==> src/rtl/bcm_pkg.sv <==
package bcm_pkg;

  localparam int CHANNEL_COUNT = 14;
  localparam int MAILBOX_BYTES = 128;

  localparam int CH_IDX_W = (CHANNEL_COUNT > 1) ? $clog2(CHANNEL_COUNT) : 1;
  localparam logic [7:0] FREE_LIMIT = 8'(MAILBOX_BYTES - 1);

  localparam logic [1:0] CMD_SETUP      = 2'd0;
  localparam logic [1:0] CMD_DISABLE    = 2'd1;
  localparam logic [1:0] CMD_REACTIVATE = 2'd2;
  localparam logic [1:0] CMD_RESET_ALL  = 2'd3;

  localparam logic [1:0] ST_OK           = 2'd0;
  localparam logic [1:0] ST_BAD_CHANNEL  = 2'd1;
  localparam logic [1:0] ST_NO_MEMORY    = 2'd2;
  localparam logic [1:0] ST_NOT_OCCUPIED = 2'd3;

  localparam logic [2:0] MODE_TRANSMIT  = 3'd0;
  localparam logic [2:0] MODE_RECEIVE   = 3'd1;
  localparam logic [2:0] MODE_RR_NO_TX  = 3'd2;
  localparam logic [2:0] MODE_RR        = 3'd3;
  localparam logic [2:0] MODE_IMMEDIATE = 3'd4;
  localparam logic [2:0] MODE_DEFERRED  = 3'd5;
  localparam logic [2:0] MODE_DETECT    = 3'd6;

  // Length/status byte that idles a channel.
  localparam logic [7:0] DISABLE_LEN_STATUS = 8'h0F;

  typedef struct packed {
    logic [1:0]  cmd;
    logic [3:0]  channel;
    logic [11:0] identifier;
    logic [2:0]  mode;
    logic [4:0]  msg_length;
    logic        ack_flag;
  } req_t;

  typedef struct packed {
    logic [1:0] status;
    logic       write_regs;
    logic [6:0] mailbox_addr;
    logic [7:0] reg_ident_high;
    logic [7:0] reg_ident_command;
    logic [7:0] reg_message_pointer;
    logic [7:0] reg_length_status;
    logic [7:0] reg_mask_high;
    logic [7:0] reg_mask_low;
  } rsp_t;

  typedef struct packed {
    logic load;  // capture the incoming request
    logic exec;  // process the held request and load the result register
  } dp_cmd_t;

endpackage

==> src/rtl/bus_channel_mailbox_setup.sv <==
// Channel table and mailbox allocator of a serial vehicle-bus controller.
//
// Request channel (in_valid_i / in_stall_o / in_req_i): one transaction
// carries a command (setup, disable, reactivate, reset all) with channel,
// identifier, mode, length and acknowledge flag.
// Response channel (out_valid_o / out_stall_i / out_rsp_o): exactly one
// transaction per request, in request order, with status, mailbox address
// and the channel register bytes to write.
//
// Sequencing: a request is first taken into the request register; it is
// processed when the result register is free, and its result is then
// offered from the result register. The channel table entry read,
// allocation and write-back run in the process step. A new request is not
// accepted until the held request has been processed.
// The result register lets the next request be accepted while a result
// still waits; while out_stall_i is high the result holds and the held
// request waits for the register to drain.
// Reset clears every channel entry and the free pointer; no clearing pass
// is needed, and requests are accepted from the first cycle after reset.
module bus_channel_mailbox_setup import bcm_pkg::*; (
  input  logic clk_i,
  input  logic rst_ni,
  input  logic in_valid_i,
  output logic in_stall_o,
  input  req_t in_req_i,
  output logic out_valid_o,
  input  logic out_stall_i,
  output rsp_t out_rsp_o
);

  // Command bundle from the sequencer to the datapath.
  dp_cmd_t dp_cmd;

  // Sequencer: request hold, process step and result-register handshake.
  bcm_ctrl u_ctrl (
    .clk_i       (clk_i),
    .rst_ni      (rst_ni),
    .in_valid_i  (in_valid_i),
    .in_stall_o  (in_stall_o),
    .out_valid_o (out_valid_o),
    .out_stall_i (out_stall_i),
    .dp_cmd_o    (dp_cmd)
  );

  // Datapath: channel table, bump allocator and register-byte encoding.
  bcm_datapath u_datapath (
    .clk_i    (clk_i),
    .rst_ni   (rst_ni),
    .dp_cmd_i (dp_cmd),
    .req_i    (in_req_i),
    .rsp_o    (out_rsp_o)
  );

endmodule

==> src/rtl/bcm_ctrl.sv <==
module bcm_ctrl import bcm_pkg::*; (
  input  logic    clk_i,
  input  logic    rst_ni,
  input  logic    in_valid_i,
  output logic    in_stall_o,
  output logic    out_valid_o,
  input  logic    out_stall_i,
  output dp_cmd_t dp_cmd_o
);

  typedef enum logic [0:0] {S_IDLE, S_EXEC} state_e;

  state_e state_q;
  logic   out_valid_q;

  always_comb begin
    dp_cmd_o.load = in_valid_i && (state_q == S_IDLE);
    dp_cmd_o.exec = (state_q == S_EXEC) && (!out_valid_q || !out_stall_i);
  end

  assign in_stall_o  = (state_q != S_IDLE);
  assign out_valid_o = out_valid_q;

  always_ff @(posedge clk_i or negedge rst_ni) begin
    if (!rst_ni) begin
      state_q     <= S_IDLE;
      out_valid_q <= 1'b0;
    end else begin
      case (state_q)
        S_IDLE: begin
          if (dp_cmd_o.load) state_q <= S_EXEC;
        end
        S_EXEC: begin
          if (dp_cmd_o.exec) state_q <= S_IDLE;
        end
        default: state_q <= S_IDLE;
      endcase
      if (dp_cmd_o.exec) begin
        out_valid_q <= 1'b1;
      end else if (!out_stall_i) begin
        out_valid_q <= 1'b0;
      end
    end
  end

`ifndef SYNTHESIS
  a_exec_slot_free: assert property (@(posedge clk_i) disable iff (!rst_ni)
    dp_cmd_o.exec |-> (!out_valid_q || !out_stall_i))
    else $error("result register overwritten while stalled");
  a_exec_gives_result: assert property (@(posedge clk_i) disable iff (!rst_ni)
    dp_cmd_o.exec |=> out_valid_q)
    else $error("processed request produced no result");
  a_accept_to_exec: assert property (@(posedge clk_i) disable iff (!rst_ni)
    (in_valid_i && !in_stall_o) |=> (state_q == S_EXEC))
    else $error("accepted request not scheduled");
`endif

endmodule

==> src/rtl/bcm_datapath.sv <==
module bcm_datapath import bcm_pkg::*; (
  input  logic    clk_i,
  input  logic    rst_ni,
  input  dp_cmd_t dp_cmd_i,
  input  req_t    req_i,
  output rsp_t    rsp_o
);

  req_t req_q;
  rsp_t rsp_q;
  rsp_t rsp_d;

  logic        chan_occ_q   [CHANNEL_COUNT];
  logic [11:0] chan_ident_q [CHANNEL_COUNT];
  logic [6:0]  chan_loc_q   [CHANNEL_COUNT];
  logic [4:0]  chan_rlen_q  [CHANNEL_COUNT];
  logic [7:0]  chan_ls_q    [CHANNEL_COUNT];
  logic [6:0]  next_free_q;
  logic [6:0]  next_free_d;

  logic [CH_IDX_W-1:0] idx;
  logic        chan_ok;
  logic        e_occ;
  logic [11:0] e_ident;
  logic [6:0]  e_loc;
  logic [4:0]  e_rlen;
  logic [7:0]  e_ls;
  logic [7:0]  free_sum;
  logic        rnw, rtr, rak, drak, chtx, chrx;
  logic [6:0]  addr;
  logic [7:0]  ls;
  logic        wr_setup, wr_slot, wr_disable, clear_all;

  assign idx     = req_q.channel[CH_IDX_W-1:0];
  assign chan_ok = ({1'b0, req_q.channel} < 5'(CHANNEL_COUNT));

  always_comb begin
    e_occ   = 1'b0;
    e_ident = '0;
    e_loc   = '0;
    e_rlen  = '0;
    e_ls    = '0;
    if (chan_ok) begin
      e_occ   = chan_occ_q[idx];
      e_ident = chan_ident_q[idx];
      e_loc   = chan_loc_q[idx];
      e_rlen  = chan_rlen_q[idx];
      e_ls    = chan_ls_q[idx];
    end
  end

  assign free_sum = {1'b0, next_free_q} + {3'b000, req_q.msg_length};

  // Mode decode for the command, pointer and length/status registers.
  always_comb begin
    rnw  = 1'b1;
    rtr  = 1'b0;
    rak  = 1'b0;
    drak = 1'b1;
    chtx = 1'b0;
    chrx = 1'b0;
    case (req_q.mode)
      MODE_TRANSMIT: begin
        rnw = 1'b0; rak = req_q.ack_flag; drak = 1'b0;
      end
      MODE_RECEIVE: begin
        rnw = 1'b0; rtr = 1'b1; drak = !req_q.ack_flag;
      end
      MODE_RR_NO_TX: begin
        rtr = 1'b1;
      end
      MODE_RR: begin
        rtr = 1'b1; rak = req_q.ack_flag;
      end
      MODE_IMMEDIATE: begin
        drak = 1'b0;
      end
      MODE_DEFERRED: begin
        drak = !req_q.ack_flag; chrx = 1'b1;
      end
      default: begin
        chtx = 1'b1;
      end
    endcase
  end

  assign ls = {5'(req_q.msg_length + 5'd1), 1'b0, chtx, chrx};

  always_comb begin
    rsp_d       = '0;
    next_free_d = next_free_q;
    addr        = e_loc;
    wr_setup    = 1'b0;
    wr_slot     = 1'b0;
    wr_disable  = 1'b0;
    clear_all   = 1'b0;
    case (req_q.cmd)
      CMD_SETUP: begin
        if (!chan_ok || req_q.mode > MODE_DETECT ||
            (e_occ && e_ident != req_q.identifier)) begin
          rsp_d.status = ST_BAD_CHANNEL;
        end else begin
          if (e_occ || (e_rlen != 5'd0 && req_q.msg_length <= e_rlen)) begin
            wr_setup = 1'b1;
          end else if (free_sum <= FREE_LIMIT) begin
            addr        = next_free_q;
            wr_setup    = 1'b1;
            wr_slot     = 1'b1;
            next_free_d = free_sum[6:0];
          end else begin
            rsp_d.status = ST_NO_MEMORY;
          end
          if (wr_setup) begin
            rsp_d.status              = ST_OK;
            rsp_d.write_regs          = 1'b1;
            rsp_d.mailbox_addr        = addr;
            rsp_d.reg_ident_high      = req_q.identifier[11:4];
            rsp_d.reg_ident_command   = {req_q.identifier[3:0], 1'b1, rak, rnw, rtr};
            rsp_d.reg_message_pointer = {drak, addr};
            rsp_d.reg_length_status   = ls;
            rsp_d.reg_mask_high       = req_q.identifier[11:4];
            rsp_d.reg_mask_low        = {4'h0, req_q.identifier[3:0]};
          end
        end
      end
      CMD_RESET_ALL: begin
        clear_all                = 1'b1;
        next_free_d              = '0;
        rsp_d.write_regs         = 1'b1;
        rsp_d.reg_length_status  = DISABLE_LEN_STATUS;
      end
      CMD_DISABLE: begin
        if (!chan_ok) begin
          rsp_d.status = ST_BAD_CHANNEL;
        end else begin
          wr_disable              = 1'b1;
          rsp_d.write_regs        = 1'b1;
          rsp_d.reg_length_status = DISABLE_LEN_STATUS;
        end
      end
      default: begin
        if (!chan_ok) begin
          rsp_d.status = ST_BAD_CHANNEL;
        end else if (e_occ) begin
          rsp_d.mailbox_addr      = e_loc;
          rsp_d.reg_length_status = e_ls;
        end else begin
          rsp_d.status = ST_NOT_OCCUPIED;
        end
      end
    endcase
  end

  // Payload registers: request hold and result register.
  always_ff @(posedge clk_i) begin
    if (dp_cmd_i.load) req_q <= req_i;
    if (dp_cmd_i.exec) rsp_q <= rsp_d;
  end

  // Channel table and free pointer.
  always_ff @(posedge clk_i or negedge rst_ni) begin
    if (!rst_ni) begin
      next_free_q <= '0;
      for (int i = 0; i < CHANNEL_COUNT; i++) begin
        chan_occ_q[i]   <= 1'b0;
        chan_ident_q[i] <= '0;
        chan_loc_q[i]   <= '0;
        chan_rlen_q[i]  <= '0;
        chan_ls_q[i]    <= '0;
      end
    end else if (dp_cmd_i.exec) begin
      next_free_q <= next_free_d;
      if (clear_all) begin
        for (int i = 0; i < CHANNEL_COUNT; i++) begin
          chan_occ_q[i]   <= 1'b0;
          chan_ident_q[i] <= '0;
          chan_loc_q[i]   <= '0;
          chan_rlen_q[i]  <= '0;
          chan_ls_q[i]    <= '0;
        end
      end else begin
        if (wr_disable) chan_occ_q[idx] <= 1'b0;
        if (wr_setup) begin
          chan_occ_q[idx]   <= 1'b1;
          chan_ident_q[idx] <= req_q.identifier;
          chan_ls_q[idx]    <= ls;
        end
        if (wr_slot) begin
          chan_loc_q[idx]  <= addr;
          chan_rlen_q[idx] <= req_q.msg_length;
        end
      end
    end
  end

  assign rsp_o = rsp_q;

`ifndef SYNTHESIS
  a_free_in_range: assert property (@(posedge clk_i) disable iff (!rst_ni)
    ({1'b0, next_free_q} <= FREE_LIMIT))
    else $error("free pointer beyond mailbox");
  a_alloc_only_on_setup: assert property (@(posedge clk_i) disable iff (!rst_ni)
    (dp_cmd_i.exec && wr_slot) |-> (req_q.cmd == CMD_SETUP && rsp_d.status == ST_OK))
    else $error("slot allocated outside successful setup");
  a_free_moves_on_alloc: assert property (@(posedge clk_i) disable iff (!rst_ni)
    (dp_cmd_i.exec && !wr_slot && !clear_all) |=> $stable(next_free_q))
    else $error("free pointer moved without allocation");
`endif

endmodule
==> config.mk <==
export PLATFORM = sky130hd
export DESIGN_NAME = bus_channel_mailbox_setup
export DESIGN_NICKNAME = d
export VERILOG_FILES = /design/src/rtl/bcm_pkg.sv /design/src/rtl/bus_channel_mailbox_setup.sv /design/src/rtl/bcm_ctrl.sv /design/src/rtl/bcm_datapath.sv
export SDC_FILE = /design/constraint.sdc
export NUM_CORES = 1
export LEC_CHECK = 0
export BUFFER_PORTS_ARGS = -buffer_cell sky130_fd_sc_hd__buf_2
export CAP_MARGIN = 5
export CORE_MARGIN = 3
export CORE_UTILIZATION = 35
export DETAILED_ROUTE_END_ITERATION = 8
export GPL_TIMING_DRIVEN = 0
export PLACE_DENSITY = 0.56
export SLEW_MARGIN = 30
export SYNTH_ARGS = -nofsm -noshare
export SYNTH_HDL_FRONTEND = slang
export SYNTH_SLANG_ARGS = --single-unit
==> constraint.sdc <==
create_clock -name clk_i -period 6.5 [get_ports clk_i]
set_input_delay 0.65 -clock clk_i [delete_from_list [all_inputs] [get_ports clk_i]]
set_output_delay 0.65 -clock clk_i [all_outputs]
set_load 0.005 [all_outputs]
======== Word level (Yosys, flattened, before mapping) ========
Cells that the tools add are included.
operators by class
  magnitude comparators ................... 6
  reductions and logical operators ........ 32
  muxes and demuxes ....................... 94
  bitwise gates (word level) .............. 8
  divide/modulo/power cells ............... 0
  add/subtract/negate cells ............... 2
  eq/ne operators ......................... 12
  shift operators ......................... 0
  multipliers ............................. 0
operators with widths
  kind              count
  $mux W168         2
  $mux W112         2
  $mux W98          2
  $bwmux W168       1
  $mux W70          2
  $bwmux W112       1
  $bwmux W98        1
  $mux W7           13
  $bwmux W70        1
  $mux W14          5
  $mux W58          1
  $mux W56          1
  $bmux W12 S4      1
  $demux W12 S4     1
  $mux W12          4
  $mux W8           5
  $bmux W8 S4       1
  $demux W8 S4      1
  $bmux W7 S4       1
  $demux W7 S4      1
  $pmux W7 S2       2
  $mux W1           26
  $pmux W8 S3       1
  $bmux W5 S4       1
  other kinds (43)  77
storage, ports and cells
  word-level logic and storage cells ...... 244
  latch bits .............................. 0
  memory bits (read-only) ................. 0
  register bits after elaboration ......... 548
  RAM bits ................................ 0
  memories kept ........................... 0

======== Depth between registers and ports, before layout ========
Gate-level depths: netlist (run 1).
  depth in word-level cells ............... 15
  mapped depth ............................ 20

======== Cells and area by module ========
A second synthesis (run 1) with hierarchy kept.
second synthesis, totals
  cells, all modules ...................... 1,819
  area, all modules ....................... 24,019.3 um^2
modules (own cells, without submodules)
  module        area an instance (um^2)  cells each  times used
  bcm_datapath  23,935.5                 1,813       1
  bcm_ctrl      83.8                     6           1

======== Worst setup path after synthesis (run 1) ========
Ideal clock, no wire load.
  path type ............................... register -> register
  start ................................... register u_datapath.req_q, in the netlist u_datapath.idx[2]
  end ..................................... register u_datapath.chan_ident_q[57] (netlist name)
  cell stages (with the launch flop) ...... 19
  setup time .............................. 125 ps
  buffers on the path ..................... 7
  clock period less this slack ............ 4,711 ps
  arrival ................................. 4,585 ps
  path slack .............................. 1,789 ps
  cell sequence ........................... edfxtp_1 -> buf_2 -> clkbuf_1 -> clkbuf_1 -> clkbuf_1 -> clkbuf_1 -> clkbuf_1 -> a21oi_1 -> ha_1 -> nor2b_1 -> o21a_1 -> o21a_1 -> o21a_1 -> o22ai_1 -> a21boi_1 -> nor2_1 -> a31oi_1 -> buf_2 -> a2bb2o_1
between the ends
  cells in the longest elaborated chain, start to end .. 15
RTL lines
  element                                                    line                 RTL
  start: declaration                                         bcm_datapath.sv:9    req_t req_q;
  start signal: assignment                                   bcm_datapath.sv:156  if (dp_cmd_i.load) req_q <= req_i;
  $not A4 Y5 (not written as such)                           -
  $bmux W5 S4                                                bcm_datapath.sv:47   e_rlen = chan_rlen_q[idx];
  $mux W5 (not written as such) (2 in a row)                 bcm_datapath.sv:47
  $mux W5                                                    bcm_datapath.sv:43   if (chan_ok) begin
  $le A5 B5 Y1 / $reduce_bool A5 Y1 (equally long branches)  bcm_datapath.sv:103  if (e_occ || (e_rlen != 5'd0 && req_q.msg_length <= e_rlen)) begin
  $logic_and A1 B1 Y1                                        bcm_datapath.sv:103
  $logic_or A1 B1 Y1                                         bcm_datapath.sv:103
  $mux W1                                                    bcm_datapath.sv:103
  $mux W1                                                    bcm_datapath.sv:99   if (!chan_ok || req_q.mode > MODE_DETECT ||
  $mux W1                                                    bcm_datapath.sv:97   case (req_q.cmd)
  $mux W1                                                    bcm_datapath.sv:99
  $mux W1                                                    bcm_datapath.sv:97
  $reduce_bool A2 Y1 (no line)                               -
  $reduce_and A2 Y1 (no line)                                -
  end signal: indexed assignment                             bcm_datapath.sv:185  chan_ident_q[idx] <= req_q.identifier;
  end: declaration                                           bcm_datapath.sv:14   logic [11:0] chan_ident_q [CHANNEL_COUNT];
Parallel ways exist; a longest one is shown, timed or not. The select of a mux whose other input is x is not followed.
A chain may end at the register's enable or synchronous reset.

==> results of run 1 <==
## through the flow
step	utilization	worst slack, ns	hold WS (ns)	cell area, µm²	TNS, ns
final	0.412	0.380	-0.00675	27900	0
after global routing	0.412	0.0300	0.0296	27900	0
after CTS	0.412	0.0375	0.00448	27900	0
after detailed placement	0.384	-1.22	0.466	26000	-288.65
after global placement	0.379	-4.32	0.459	25600	-2205.98
after floorplan	-	1.79	0.354	24100	0
## final cells by class
type,count,area (µm²),share of cell area
flip-flops and latches,526,13500,0.485
multi-input cells,1291,9420,0.338
repair buffers,97,663,0.0238
clock buffers,69,1510,0.0542
inverters,90,338,0.0121
well taps,873,1090,0.0392
plain buffers,207,945,0.0339
clock inverters,37,389,0.0140
diodes,1,2.50,0.0000898
## power groups by stage
stage / sequential [mW] / clock, mW / combinational (mW)
6_report: 3.68 / 3.33 / 1.13
5_1_grt: 3.70 / 3.52 / 1.22
4_1_cts: 3.68 / 3.38 / 1.12
3_5_place_dp: 3.74 / 0 / 1.12
3_3_place_gp: 3.73 / 0 / 1.06
2_1_floorplan: 3.69 / 0 / 0.645
## critical path: stages (launching register included)
cell and delay, ns:
edfxtp_1 0.45, buf_2 0.25, clkbuf_1 0.51, clkbuf_4 0.45, clkbuf_4 0.41, a21oi_1 0.13
ha_1 0.30, nor2b_1 0.13, o21a_1 0.17, o21a_1 0.17, o21a_1 0.17, o22ai_1 0.43
a21oi_1 0.32, nand2_1 0.17, clkbuf_1 0.40, clkbuf_1 0.48, nand2_1 0.26, buf_2 0.31
o221ai_1 0.37
## what timing repair did
action / CTS / global route
setup endpoints to repair: 453 / 166
gates resized for setup: 4 / 2
setup buffers: 0 / 0
pin swaps: 0 / 0
cloned: 0 / 0
## sequential cells by signal, indices dropped and copies added, names as in the netlist
| register | count |
|---|---|
| u_datapath.idx | 4 |
| u_datapath.chan_ls_q | 98 |
| u_ctrl.in_stall_o | 1 |
| u_datapath.next_free_q | 7 |
| u_datapath.chan_loc_q | 98 |
| u_datapath.rsp_o | 42 |
| u_datapath.chan_occ_q | 14 |
| u_ctrl.out_valid_o | 1 |
| u_datapath.req_q | 23 |
| u_datapath.chan_rlen_q | 70 |
| u_datapath.chan_ident_q | 168 |
## path summary, 6_finish.rpt
path                                                              end  depth (start not counted)
max in group asynchronous       u_datapath.chan_loc_q[61]$_DFFE_PN0P_                          3
worst min register to register  u_datapath.chan_occ_q[11]$_DFFE_PN0P_                          2
worst max-delay path                   u_datapath.rsp_o[17]$_DFFE_PP_                         18
min in group clk_i                      u_datapath.req_q[0]$_DFFE_PP_                          1
worst min-delay path            u_datapath.chan_loc_q[94]$_DFFE_PN0P_                          1
worst max register to register         u_datapath.rsp_o[17]$_DFFE_PP_                         18
## layout by cell type (no fill, tap or decap), types with 7 or more instances in the layout
| master | n |
|---|---|
| a222oi_1 | 7 |
| bufinv_16 | 7 |
| a22o_1 | 45 |
| and2_1 | 14 |
| nand2b_1 | 8 |
| edfxtp_1 | 69 |
| o2bb2ai_1 | 111 |
| o21ai_0 | 92 |
| buf_4 | 23 |
| o22ai_1 | 113 |
| a2bb2o_1 | 88 |
| ha_1 | 11 |
| xnor2_1 | 12 |
| nand2_1 | 269 |
| mux4_2 | 61 |
| nand3_1 | 157 |
| nor4_1 | 10 |
| a31oi_2 | 9 |
| buf_1 | 20 |
| buf_2 | 120 |
| xor2_1 | 7 |
| clkbuf_1 | 129 |
| nor2_1 | 38 |
| clkinv_1 | 10 |
| inv_1 | 88 |
| clkinv_2 | 13 |
| a21o_1 | 9 |
| nor2b_1 | 9 |
| nor3_1 | 18 |
| and3_1 | 14 |
| clkbuf_16 | 57 |
| mux2i_1 | 93 |
| dfrtp_1 | 457 |
| a21oi_1 | 27 |
## layer usage
metal	global-route usage	routed length, µm	share of wire	vias to the layer above
met5	0	13	0.00015	-
li1	-	-	-	8066
met1	0.328	35600	0.42	9814
met4	0.0673	2350	0.028	2
met3	0.0489	7900	0.094	157
met2	0.368	38300	0.45	958
## cells by family after synthesis
family          count (synthesis)  synth area share
flops                         526             0.561
fa+ha+maj                      12           0.00654
other cells                     1          0.000156
buf+inv                       299            0.0529
compound gates                540             0.170
xor+xnor                       19           0.00691
simple gates                  556             0.104
mux                           160            0.0985
==> impl_metrics.env, run 1 <==
export IMPL_status="finished, violations left"
export IMPL_violations="hold timing"
export IMPL_crit_start="u_datapath.idx[2]$_DFFE_PP_"
export IMPL_p_per_area_mw_per_mm2=292
export IMPL_synth_top_area_cell="dfrtp_1"
export IMPL_reg2reg_from="u_datapath.idx[2]$_DFFE_PP_"
export IMPL_cts_buffers=57
export IMPL_synth_cell_area_mm2=0.0241
export IMPL_grt_pass1_wl_mm=126
export IMPL_async_flop_share=0.869
export IMPL_rsz0062_at_grt="false"
export IMPL_switchingPower_mw=2.29
export IMPL_rows=95
export IMPL_die_h_um=268
export IMPL_cts_hold_buf=0
export IMPL_power_frac_comb=0.139
export IMPL_synth_most_common_cell="dfrtp_1"
export IMPL_place_congestion=0.899
export IMPL_layout_drive_gt1_share=0.148
export IMPL_maxSlewViolCount=0
export IMPL_clkTransAtPathRegs_ns=0.06
export IMPL_yosys_warnings=0
export IMPL_setup_worst_path_start_class="flip-flop"
export IMPL_drtPass1Iterations=6
export IMPL_power_internal_mw=5.86
export IMPL_fill_cells=6373
export IMPL_holdWs_ns=-0.00675
export IMPL_syn_to_final_growth_pct=15.7
export IMPL_setup_worst_path_class="reg2reg"
export IMPL_vias_per_cell=5.95
export IMPL_crit_arrival_ns=6.51
export IMPL_globalRouteOverflowTotal=0
export IMPL_netlist_instances=2113
export IMPL_htreeDepth=2
export IMPL_grt_pass1_vias=19100
export IMPL_ant_nets=0
export IMPL_antenna_found_initial=2
export IMPL_cap_violations=0
export IMPL_slew_headroom=0.333
export IMPL_clock_skew_ns=0.0303
export IMPL_drt_iter0_markers=2068
export IMPL_ys_ff_latch=526
export IMPL_ys_types=65
export IMPL_synth_main_ff_cell="dfrtp_1"
export IMPL_die_x_um=268
export IMPL_nets=2313
export IMPL_fmax_mhz=163
export IMPL_track_usage=0.234
export IMPL_setup_viol=0
export IMPL_timing_final_hold_violations=2
export IMPL_ctsLongestPathBuffers=3
export IMPL_synth_edf_count=69
export IMPL_yosysSeqAreaShare=0.561
export IMPL_p_leak_nw=12.6
export IMPL_required_ns=6.89
export IMPL_io_pins=91
export IMPL_critical_path_max_fanout=19
export IMPL_hpwl_mm=58.2
export IMPL_power_frac_clock=0.409
export IMPL_synth_common_cells="dfrtp_1 (457), nand2_1 (269), nand3_1 (157)"
export IMPL_tightest_slew_ns=1.00
export IMPL_placed_cells=3086
export IMPL_postSynthAreaPerCell_um2=11.4
export IMPL_swShare=0.281
export IMPL_grt_max_degree=87
export IMPL_period_share=0.942
export IMPL_cts_tree="yes"
export IMPL_hold_path_class="in2async"
export IMPL_core_mm2=0.0676
export IMPL_power_mw=8.15
export IMPL_cts_sinks=526
export IMPL_reg2reg_slack_ns=0.38
export IMPL_vdd_drop_max_mv=0.170
export IMPL_cts_root_buf="clkbuf_16"
export IMPL_place_port_buffers=86
export IMPL_die_area_mm2=0.0720
export IMPL_pwr_share_seq=0.452
export IMPL_synth_area_leaders="dfrtp_1 (47%), edfxtp_1 (8.6%), mux4_2 (5.7%), nand2_1 (4.2%), o2bb2ai_1 (4.0%)"
export IMPL_stdcell_count=3191
export IMPL_cp_end_kind="flip-flop"
export IMPL_drc=0
export IMPL_clkLatencyLatePin_ns=0.64
export IMPL_num_vias=19000
export IMPL_synth_top_area_share=0.475
export IMPL_finalCriticalPeriod_ns=6.12
export IMPL_start_util=0.356
export IMPL_drt_wl_total_mm=84.2
export IMPL_wl_per_cell_um=26.4
(Power assumes the default switching activity.)
==> run 2: changes to the inputs <==
--- a/config.mk
+++ b/config.mk
@@ -12,6 +12,7 @@
 export DETAILED_ROUTE_END_ITERATION = 8
 export GPL_TIMING_DRIVEN = 0
 export PLACE_DENSITY = 0.56
+export SETUP_SLACK_MARGIN = 0.4
 export SLEW_MARGIN = 30
 export SYNTH_ARGS = -nofsm -noshare
 export SYNTH_HDL_FRONTEND = slang
==> run 2 against run 1 <==
The run now ends clean. Sequential share of layout area shrank 0.12 points. Final cell count is essentially flat. Power grew 0.10%. Routed wire length grew 0.29%. Via count grew 0.69%. Sequential power is essentially flat. Cell area grew 0.24%. Sequential cell count is the same. Worst setup slack gained 0.085 ns.
==> impl_metrics.env, run 2 (synthesis results as in run 1) <==
export IMPL_slew_headroom=0.336
export IMPL_setup_worst_path_start_class="flip-flop"
export IMPL_grt_max_degree=87
export IMPL_clkTransAtPathRegs_ns=0.06
export IMPL_cts_sinks=526
export IMPL_multi_input_area_mm2=0.00946
export IMPL_post_cts_buffers=0
export IMPL_required_ns=6.76
export IMPL_power_frac_clock=0.409
export IMPL_pwr_share_seq=0.452
export IMPL_power_frac_comb=0.140
export IMPL_maxSlewViolCount=0
export IMPL_core_mm2=0.0676
export IMPL_drc=0
export IMPL_power_mw=8.16
export IMPL_globalRouteOverflowTotal=0
export IMPL_p_leak_nw=12.6
export IMPL_start_util=0.356
export IMPL_grt_pass1_wl_mm=127
export IMPL_power_internal_mw=5.86
export IMPL_r2r_cells=20
export IMPL_switchingPower_mw=2.30
export IMPL_reg2reg_slack_ns=0.46
export IMPL_antenna_found_initial=1
export IMPL_num_vias=19100
export IMPL_setup_viol=0
export IMPL_hold_path_class="in2async"
export IMPL_drtPass1Iterations=8
export IMPL_syn_to_final_growth_pct=15.9
export IMPL_die_x_um=268
export IMPL_vdd_drop_max_mv=0.169
export IMPL_cts_tree="yes"
export IMPL_largest_reg_flops=168
export IMPL_mostFrequentLayoutCells="dfrtp_1 (457), nand2_1 (269), nand3_1 (157)"
export IMPL_cp_end_kind="flip-flop"
export IMPL_reg2reg_from="u_datapath.idx[2]$_DFFE_PP_"
export IMPL_r2r_end="u_datapath.rsp_o[17]$_DFFE_PP_"
export IMPL_ctsLongestPathBuffers=3
export IMPL_post_place_ws_ns=-1.22
export IMPL_hpwl_mm=58.2
export IMPL_track_usage=0.234
export IMPL_vias_per_cell=5.99
export IMPL_place_congestion=0.899
export IMPL_layout_drive_gt1_share=0.155
export IMPL_clock_skew_ns=0.0273
export IMPL_fmax_mhz=166
export IMPL_crit_arrival_ns=6.30
export IMPL_reg_largest_list="u_datapath.chan_ident_q: 168 flops, u_datapath.chan_loc_q: 98 flops, u_datapath.chan_ls_q: 98 flops"
export IMPL_p_per_area_mw_per_mm2=292
export IMPL_swShare=0.282
export IMPL_io_pins=91
export IMPL_wl_per_cell_um=26.4
export IMPL_grt_pass1_vias=19100
export IMPL_critical_path_max_fanout=10
export IMPL_die_h_um=268
export IMPL_tns_ns=0
export IMPL_finalWorstSetupSlack_ns=0.464
export IMPL_cts_root_buf="clkbuf_16"
export IMPL_die_area_mm2=0.0720
export IMPL_period_share=0.929
export IMPL_htreeDepth=2
export IMPL_status="finished clean"
export IMPL_final_common_cell="dfrtp_1"
export IMPL_drt_iter0_markers=2156
export IMPL_cap_violations=0
export IMPL_nets=2315
export IMPL_seq_area_mm2=0.0135
export IMPL_clkLatencyLatePin_ns=0.64
export IMPL_setup_worst_path_class="reg2reg"
export IMPL_drt_wl_total_mm=84.4
export IMPL_tightest_slew_ns=0.996
export IMPL_rsz0062_at_grt="true"
export IMPL_cts_buffers=57
export IMPL_ant_nets=0
export IMPL_timing_final_hold_violations=0
export IMPL_place_port_buffers=86
export IMPL_cts_hold_buf=0
export IMPL_largest_register="u_datapath.chan_ident_q"
export IMPL_finalCriticalPeriod_ns=6.04
export IMPL_fill_cells=6373
export IMPL_rows=95
[run 2: cell types whose count changed in the layout (fill, tap and decap cells not counted), sizes merged]
cell | previous run | this run
clkbuf | 196 | 198
[run 2: worst max-delay path by stage]
| stage | start | slack [ns] | end | cells past startpoint |
|---|---|---|---|---|
| after CTS | u_datapath.idx[2]$_DFFE_PP_ | 0.54 | u_datapath.rsp_o[17]$_DFFE_PP_ | 20 |
| after global placement | rst_ni | -4.32 | u_datapath.chan_ls_q[22]$_DFFE_PN0P_ | 1 |
| after detailed placement | u_datapath.idx[2]$_DFFE_PP_ | -1.22 | u_datapath.chan_ident_q[58]$_DFFE_PN0P_ | 18 |
| final | u_datapath.idx[2]$_DFFE_PP_ | 0.46 | u_datapath.rsp_o[17]$_DFFE_PP_ | 20 |
| after global routing | u_datapath.idx[2]$_DFFE_PP_ | 0.28 | u_datapath.rsp_o[19]$_DFFE_PP_ | 20 |
| after floorplan | u_datapath.idx[2]$_DFFE_PP_ | 1.79 | u_datapath.chan_ident_q[57]$_DFFE_PN0P_ | 18 |
[run 2: worst max-delay path, stage by stage (launching register included)]
cell	delay [ns]
edfxtp_1	0.44
buf_2	0.25
clkbuf_2	0.33
clkbuf_2	0.36
clkbuf_2	0.33
clkbuf_2	0.43
clkbuf_2	0.41
a21oi_1	0.13
ha_1	0.30
nor2b_1	0.13
o21a_1	0.13
o21a_1	0.11
o21a_1	0.13
o22ai_2	0.13
a21oi_1	0.50
nand2_1	0.15
clkbuf_2	0.24
clkbuf_2	0.27
nand2_1	0.23
buf_2	0.37
o221ai_1	0.27
[run 2: final cells by class]
type,count,share of cell area
flip-flops and latches,526,0.484
multi-input cells,1291,0.339
clock buffers,69,0.0541
well taps,873,0.0391
plain buffers,209,0.0345
repair buffers,97,0.0237
clock inverters,37,0.0139
inverters,90,0.0121
diodes,1,0.0000896
[run 2: what timing repair did]
item	CTS	global route
gates cloned	0	0
pin swaps	0	0
gates resized for setup	9	26
endpoints found under the setup margin	490	163
[run 2: per-stage QoR]
stage	cell area (µm²)	hold WS [ns]	std cells	utilization
floorplan	24100	0.354	2116	-
CTS	27900	0.00448	3192	0.412
detailed placement	26000	0.466	3086	0.384
global placement	25600	0.459	3075	0.379
global route	27900	0.0304	3192	0.413
finish	27900	0.00411	3193	0.413
[run 2: power by group through the flow]
stage	Sequential, mW	Clock (mW)	Combinational (mW)
final	3.68	3.33	1.14
after global routing	3.70	3.52	1.22
after CTS	3.68	3.38	1.12
after detailed placement	3.74	0	1.12
after global placement	3.73	0	1.06
after floorplan	3.69	0	0.645
[run 2: routing by layer]
layer	GRT usage	part of all wire	routed length [µm]	vias up
met3	0.0492	0.091	7690	176
met4	0.0715	0.031	2590	2
met5	0	0.00015	13	-
met2	0.367	0.45	38100	961
met1	0.329	0.43	36000	9932
li1	-	-	-	8058
==> run 3: changes to the inputs <==
--- a/config.mk
+++ b/config.mk
@@ -9,6 +9,7 @@
 export CAP_MARGIN = 5
 export CORE_MARGIN = 3
 export CORE_UTILIZATION = 35
+export CTS_BUF_LIST = sky130_fd_sc_hd__clkbuf_4 sky130_fd_sc_hd__clkbuf_8 sky130_fd_sc_hd__clkbuf_16
 export DETAILED_ROUTE_END_ITERATION = 8
 export GPL_TIMING_DRIVEN = 0
 export PLACE_DENSITY = 0.56
==> run 3 against run 2 <==
The flow now finishes with violations (hold timing). Final cell count about the same. Die area unchanged. Clock power up 2%. Via count down 0.33%. Utilization up 0.052 points. Critical path type unchanged.
==> impl_metrics.env, run 3 (synthesis results as in run 1) <==
export IMPL_critical_path_max_fanout=10
export IMPL_cts_sinks=526
export IMPL_mostFrequentLayoutCells="dfrtp_1 (457), nand2_1 (269), nand3_1 (157)"
export IMPL_htreeDepth=2
export IMPL_die_area_mm2=0.0720
export IMPL_wl_per_cell_um=26.4
export IMPL_cts_buffers=57
export IMPL_power_internal_mw=5.89
export IMPL_violations="hold timing"
export IMPL_hpwl_mm=58.2
export IMPL_pwr_share_seq=0.449
export IMPL_finalWorstSetupSlack_ns=0.500
export IMPL_final_util=0.413
export IMPL_clkTransAtPathRegs_ns=0.06
export IMPL_setup_worst_path_start_class="flip-flop"
export IMPL_core_mm2=0.0676
export IMPL_crit_arrival_ns=6.27
export IMPL_place_congestion=0.899
export IMPL_ant_nets=0
export IMPL_rsz0062_at_grt="true"
export IMPL_cts_tree="yes"
export IMPL_p_leak_nw=12.6
export IMPL_wl_met1_mm=35.8
export IMPL_setup_viol=0
export IMPL_cts_root_buf="clkbuf_16"
export IMPL_wl_met2_mm=38.3
export IMPL_start_util=0.356
export IMPL_finalCriticalPeriod_ns=6.00
export IMPL_final_common_cell="dfrtp_1"
export IMPL_drtPass1Iterations=7
export IMPL_post_place_ws_ns=-1.22
export IMPL_io_pins=91
export IMPL_clock_skew_ns=0.0256
export IMPL_stdcell_count=3195
export IMPL_num_vias=19100
export IMPL_placed_cells=3086
export IMPL_tns_ns=0
export IMPL_globalRouteOverflowTotal=0
export IMPL_place_port_buffers=86
export IMPL_cp_end_kind="flip-flop"
export IMPL_seq_area_mm2=0.0135
export IMPL_grt_max_degree=87
export IMPL_stdcell_area_mm2=0.0280
export IMPL_slew_headroom=0.316
export IMPL_tightest_slew_ns=1.03
export IMPL_dr_wl_met3_mm=7.78
export IMPL_highest_layer="met5"
export IMPL_vias_per_cell=5.97
export IMPL_fill_cells=6370
export IMPL_placed_area_mm2=0.0260
export IMPL_required_ns=6.77
export IMPL_grt_pass1_wl_mm=127
export IMPL_clkLatencyLatePin_ns=0.64
export IMPL_die_x_um=268
export IMPL_rows=95
export IMPL_setup_worst_path_class="reg2reg"
export IMPL_largest_register="u_datapath.chan_ident_q"
export IMPL_antenna_found_initial=1
export IMPL_post_cts_buffers=0
export IMPL_timing_final_hold_violations=2
export IMPL_cap_violations=0
export IMPL_holdWs_ns=-0.00223
export IMPL_die_h_um=268
export IMPL_track_usage=0.234
export IMPL_reg_largest_list="u_datapath.chan_ident_q: 168 flops, u_datapath.chan_loc_q: 98 flops, u_datapath.chan_ls_q: 98 flops"
export IMPL_layout_drive_gt1_share=0.158
export IMPL_p_per_area_mw_per_mm2=293
export IMPL_drc=0
export IMPL_grt_pass1_vias=19100
export IMPL_multi_input_area_mm2=0.00946
export IMPL_fmax_mhz=167
export IMPL_largest_reg_flops=168
export IMPL_power_frac_comb=0.139
export IMPL_drt_iter0_markers=2110
export IMPL_vdd_drop_max_mv=0.170
export IMPL_drt_wl_total_mm=84.4
export IMPL_status="finished, violations left"
export IMPL_ctsLongestPathBuffers=3
export IMPL_nets=2315
export IMPL_swShare=0.281
export IMPL_power_frac_clock=0.412
export IMPL_syn_to_final_growth_pct=16.1
export IMPL_maxSlewViolCount=0
export IMPL_period_share=0.923
export IMPL_hold_path_class="in2async"
export IMPL_switchingPower_mw=2.30
==> run 3: cell types whose count changed in the layout (fill, tap and decap cells not counted), sizes merged <==
cell | before | now
diode | 1 | 3
==> run 3: worst paths after layout <==
kind	start	endpoint	slack, ns	cells after the start
max	u_datapath.idx[2]$_DFFE_PP_	u_datapath.rsp_o[17]$_DFFE_PP_	0.50	20
min	rst_ni	u_datapath.chan_loc_q[93]$_DFFE_PN0P_	-0.002	1
max reg2reg	u_datapath.idx[2]$_DFFE_PP_	u_datapath.rsp_o[17]$_DFFE_PP_	0.50	20
min reg2reg	u_datapath.chan_occ_q[11]$_DFFE_PN0P_	u_datapath.chan_occ_q[11]$_DFFE_PN0P_	0.48	2
max in group asynchronous	rst_ni	u_datapath.chan_ls_q[111]$_DFFE_PN0P_	5.21	3
min in group clk_i	in_req_i[0]	u_datapath.req_q[0]$_DFFE_PP_	0.19	1
==> run 3: per-stage QoR <==
stage | total power [mW] | hold WS [ns]
after floorplan | 4.34 | 0.354
final | 8.20 | -0.00223
after global routing | 8.48 | 0.0345
after global placement | 4.80 | 0.459
after detailed placement | 4.85 | 0.466
after CTS | 8.21 | 0.00438
==> run 3: timing repair <==
item,CTS,global route
setup endpoints to repair,490,163
hold buffers,0,0
pin swaps,0,0
resized for setup,9,26
==> run 3: critical path: stages, from the launching register on <==
cell,delay (ns)
edfxtp_1,0.44
buf_2,0.25
clkbuf_2,0.32
clkbuf_2,0.35
clkbuf_2,0.34
clkbuf_2,0.43
clkbuf_2,0.41
a21oi_1,0.13
ha_1,0.30
nor2b_1,0.14
o21a_1,0.13
o21a_1,0.11
o21a_1,0.13
o22ai_2,0.13
a21oi_1,0.49
nand2_1,0.15
clkbuf_2,0.25
clkbuf_2,0.27
nand2_1,0.23
buf_2,0.37
o221ai_1,0.26
==> run 3: layer usage <==
metal | vias up | track usage
met5 | - | 0
met1 | 9836 | 0.330
met2 | 989 | 0.366
li1 | 8065 | -
met4 | 2 | 0.0715
met3 | 173 | 0.0492
==> run 3: power by group through the flow <==
stage                     Combinational [mW]  Clock, mW  Sequential (mW)
after floorplan                        0.645          0             3.69
after global placement                  1.06          0             3.73
after detailed placement                1.12          0             3.74
after CTS                               1.12       3.41             3.68
after global routing                    1.22       3.56             3.70
final                                   1.14       3.38             3.68
==> run 3: layout make-up <==
| type | count | area share |
|---|---|---|
| inverter | 90 | 0.0121 |
| multi-input combinational | 1291 | 0.338 |
| tap | 873 | 0.0391 |
| buffer | 209 | 0.0345 |
| clock buffer | 69 | 0.0551 |
| clock inverter | 37 | 0.0139 |
| sequential | 526 | 0.483 |
| timing repair buffer | 97 | 0.0237 |
| antenna | 3 | 0.000268 |
